[src/qip_pkg.sv]
`default_nettype none

package qip_pkg;

	// Pipeline depth: products, Montgomery quotient and fold for each of four rounds.
	localparam int NumStages = 12;

	localparam logic signed [15:0] ModQ       = 16'sd3457;
	// Low 16 bits of -q^-1 mod 2^16 (-12929).
	localparam logic [15:0]        NegQinvLo  = 16'hCD7F;

	typedef logic signed [15:0] coef_t;

	typedef struct packed {
		logic [NumStages-1:0] en;
		logic                 out_valid;
	} pipe_ctl_t;

	// Exact signed 16x16 product, returned as a 32-bit word for wrapping sums.
	function automatic logic [31:0] mul16(input coef_t a, input coef_t b);
		logic signed [31:0] p;
		p = 32'(a) * 32'(b);
		return p;
	endfunction

	// First half of the reduction: quotient digit m = low16(x) * -q^-1 mod 2^16.
	function automatic logic [15:0] mred_quot(input logic [31:0] x);
		logic [15:0] m;
		m = x[15:0] * NegQinvLo;
		return m;
	endfunction

	// Second half: (x + s16(m) * q) >> 16, read as signed 16 bit.
	function automatic coef_t mred_fold(input logic [31:0] x, input logic [15:0] m);
		logic signed [31:0] c;
		logic [31:0]        s;
		c = 32'($signed(m)) * 32'(ModQ);
		s = x + c;
		return s[31:16];
	endfunction

	// -2*v modulo 2^16.
	function automatic coef_t negdbl16(input coef_t v);
		logic [15:0] r;
		r = 16'd0 - {v[14:0], 1'b0};
		return r;
	endfunction

	// -v modulo 2^16.
	function automatic coef_t neg16(input coef_t v);
		logic [15:0] r;
		r = 16'd0 - v;
		return r;
	endfunction

endpackage

`default_nettype wire

[src/qip_flow.sv]
`default_nettype none

module qip_flow (
	input  wire logic              clk,
	input  wire logic              arst_n,
	input  wire logic              in_valid,
	input  wire logic              out_stall,
	output logic                   in_stall,
	output qip_pkg::pipe_ctl_t     ctl
);
	import qip_pkg::*;

	logic [NumStages-1:0] vld_q;
	logic [NumStages-1:0] en;

	// A stage loads when it is empty or when the stage after it moves on,
	// so bubbles collapse even while the output word is held.
	always_comb begin
		en[NumStages-1] = !vld_q[NumStages-1] || !out_stall;
		for (int k = NumStages - 2; k >= 0; k--) begin
			en[k] = !vld_q[k] || en[k+1];
		end
	end

	always_ff @(posedge clk or negedge arst_n) begin
		if (!arst_n) begin
			vld_q <= '0;
		end else begin
			if (en[0]) begin
				vld_q[0] <= in_valid;
			end
			for (int k = 1; k < NumStages; k++) begin
				if (en[k]) begin
					vld_q[k] <= vld_q[k-1];
				end
			end
		end
	end

	assign in_stall      = !en[0];
	assign ctl.en        = en;
	assign ctl.out_valid = vld_q[NumStages-1];

endmodule

`default_nettype wire

[config.mk]
export PLATFORM = sky130hd
export DESIGN_NAME = qip_flow
export DESIGN_NICKNAME = d
export VERILOG_FILES = /design/src/qip_pkg.sv /design/src/qip_flow.sv
export SDC_FILE = /design/constraint.sdc
export NUM_CORES = 1
export LEC_CHECK = 0
export BUFFER_PORTS_ARGS = -buffer_cell sky130_fd_sc_hd__buf_4
export CORE_AREA = 10 10 48 50
export DETAILED_ROUTE_END_ITERATION = 12
export DIE_AREA = 0 0 58 60
export GPL_TIMING_DRIVEN = 1
export PLACE_DENSITY = 0.74
export SLEW_MARGIN = 30
export SYNTH_ARGS = -nofsm -noshare
export SYNTH_HDL_FRONTEND = slang
export SYNTH_SLANG_ARGS = --single-unit
[constraint.sdc]
create_clock -name clk -period 1.2 [get_ports clk]
set_clock_uncertainty 0.05 [all_clocks]
set_input_delay 0.24 -clock clk [delete_from_list [all_inputs] [get_ports clk]]
set_output_delay 0.24 -clock clk [all_outputs]
set_load 0.01 [all_outputs]
==> results.sh <==
export IMPL_status="finished with violations"
export IMPL_violations="setup timing"
export IMPL_cts_max_path_buffers=2
export IMPL_ios=18
export IMPL_syn_num_nets=49
export IMPL_drc=0
export IMPL_yosys_area_share_simple_pct=22.1
export IMPL_final_cells=98
export IMPL_layout_common_cells="21 x buf_4, 13 x buf_6, 12 x dfrtp_1"
export IMPL_nFillCells=103
export IMPL_antenna_left=0
export IMPL_min_path_type="input port to flop"
export IMPL_critPathKind="flop to output port"
export IMPL_period_minus_slack_ps=1630
export IMPL_reg2reg_slack_ps=-200
export IMPL_die_height_um=60
export IMPL_end_kind="output port"
export IMPL_rows=14
export IMPL_grt_pass1_vias=518
export IMPL_hold_viol=0
export IMPL_die_w_um=58
export IMPL_dp_cells=86
export IMPL_hold_depth=2
export IMPL_clk_pin_slew_worst_paths_ps=80
export IMPL_cp_data_required_time_ps=910
export IMPL_fin_crit_sh_pct=136
export IMPL_reg_top3="vld_q (12)"
export IMPL_totalPowerFinal_mw=1.53
export IMPL_synth_compound_area_share_pct=15.5
export IMPL_maxSlewViolCount=0
export IMPL_grt_max_degree=17
export IMPL_rr_startpoint="vld_q[11]"
export IMPL_yosysTopAreaCell="dfrtp_1"
export IMPL_muxShareOfSynthArea_pct=0
export IMPL_vdd_drop_max_mv=0.923
export IMPL_postSynthCellCount=45
export IMPL_grt_pass1_wl_um=2330
export IMPL_final_area_um2=971
export IMPL_ys_warn_count=0
export IMPL_num_antenna_cells=0
export IMPL_io_buffers=17
export IMPL_netlist_area_leader_share_pct=56.3
export IMPL_synth_seq_cells=12
export IMPL_cts_made_buffers=3
export IMPL_utilization_pct=67.6
export IMPL_drive_gt1_share_pct=62.2
export IMPL_core_um2=1440
export IMPL_wl_per_cell_um=17.3
export IMPL_routabilityCongestion=0.801
export IMPL_first_pass_iters=4
export IMPL_root_buffer="clkbuf_4"
export IMPL_dr_first_iter_drc_count=7
export IMPL_crit_fanout=8
export IMPL_synthAdderAreaFrac_pct=0
export IMPL_vias=528
export IMPL_initial_core_util_pct=37.1
export IMPL_dieArea_um2=3480
export IMPL_place_ws_ps=-141
export IMPL_r2r_worst_path_cells=6
export IMPL_cp_arrival_ps=1340
export IMPL_powerDensity_nw_per_um2=1580
export IMPL_cts_tree="built"
export IMPL_finalSetupViolCount=21
export IMPL_vias_per_cell=5.39
export IMPL_synth_top_family_by_area="simple AND/OR/NAND/NOR gates"
export IMPL_leakage_nw=0.454
export IMPL_rsz0062_at_grt="yes"
export IMPL_h_tree_depth=1
export IMPL_routed_wl_um=1690
export IMPL_tightestPinTransition_ps=186
export IMPL_antenna_found_initial=0
export IMPL_max_cap_viol_count=0
export IMPL_start_kind="flop"
export IMPL_cts_sinks=12
export IMPL_post_synth_num_cell_types=18
export IMPL_setup_slack_ps=-430
export IMPL_hold_ws_ps=90.5
export IMPL_worstHoldEndpoint="vld_q[0]"
export IMPL_hpwl_um=1020
export IMPL_final_common_cell="buf_4"
export IMPL_ys_top_cells_by_area="dfrtp_1 56%, a31o_1 4.9%, and4_1 4.9%"
export IMPL_grt_overflow=0
export IMPL_avgSynthCellArea_um2=11.8
export IMPL_max_freq_mhz=613
export IMPL_globalRouteTotalUtil_pct=8.83
export IMPL_nNetsFinal=87
export IMPL_dpl_instance_area_um2=757
export IMPL_synthXorXnorAreaFrac_pct=0
export IMPL_syn_to_final_growth_pct=82.2
export IMPL_rr_endpoint="vld_q[3]"
export IMPL_finalSetupTns_ps=-5230
export IMPL_synth_seq_area_share_pct=56.3
export IMPL_clk_latency_ps=280
export IMPL_largest_register_ffs=12
export IMPL_relSlewSlack_pct=87.6
export IMPL_syn_area_um2=533
export IMPL_top_register="vld_q"
export IMPL_min_from="in_valid"
-- cell type report --
type	count	area, um2	area share [%]
sequential	12	300	30.9
tap	16	20.0	2.06
clock buffer	4	36.3	3.74
multi-input combinational	28	249	25.6
timing repair buffer	37	359	37.0
inverter	1	6.26	0.644
-- critical path, stage by stage, from the launching register on --
cell,delay [ps]
dfrtp_1,370
and4_4,260
buf_12,120
and4_4,210
buf_6,100
-- what timing repair did --
action                                 in CTS  in global routing
pin swaps                                   1                  8
endpoints found under the hold margin      12                  0
setup endpoints to repair                  17                 20
hold buffers                                1                  0
gates resized for setup                     9                 15
cloned                                      0                  1
buffers inserted                            2                  6
-- worst max-delay path by stage --
stage | startpoint | endpoint | slack [ps] | cells past startpoint
finish | vld_q[11] | in_stall | -430 | 4
global route | vld_q[11] | in_stall | -470 | 4
CTS | vld_q[10] | in_stall | -410 | 4
detailed placement | vld_q[10] | in_stall | -140 | 4
global placement | vld_q[10] | in_stall | -110 | 4
floorplan | vld_q[8] | ctl[4] | -20 | 3
-- per-layer routing --
layer	vias up	routed length [um]	track usage, %
li1	245	-	-
met1	258	673	8.36
met2	18	868	14.6
met3	7	100	4.03
met4	0	53	7.05
met5	-	0	0
-- logic make-up after synthesis --
logic type      count (synthesis)
simple gates                   19
flops                          12
compound gates                  9
buf+inv                         5
-- where the power goes --
part           internal, mW  leakage [nW]  switching [mW]
clock network         0.185        0.0210           0.138
logic                 0.410         0.302           0.306
registers             0.462         0.131          0.0334
total                  1.06         0.454           0.477
-- Yosys cell counts, drive strengths merged --
cell and instances:
a21o 2, a41o 3, nand2 3, dfrtp 12
and3 1, and4 4, nand3 5, nand2b 3
a31o 4, inv 1, nand4 3, buf 4
Note: power is estimated with default switching activity, not from simulation.
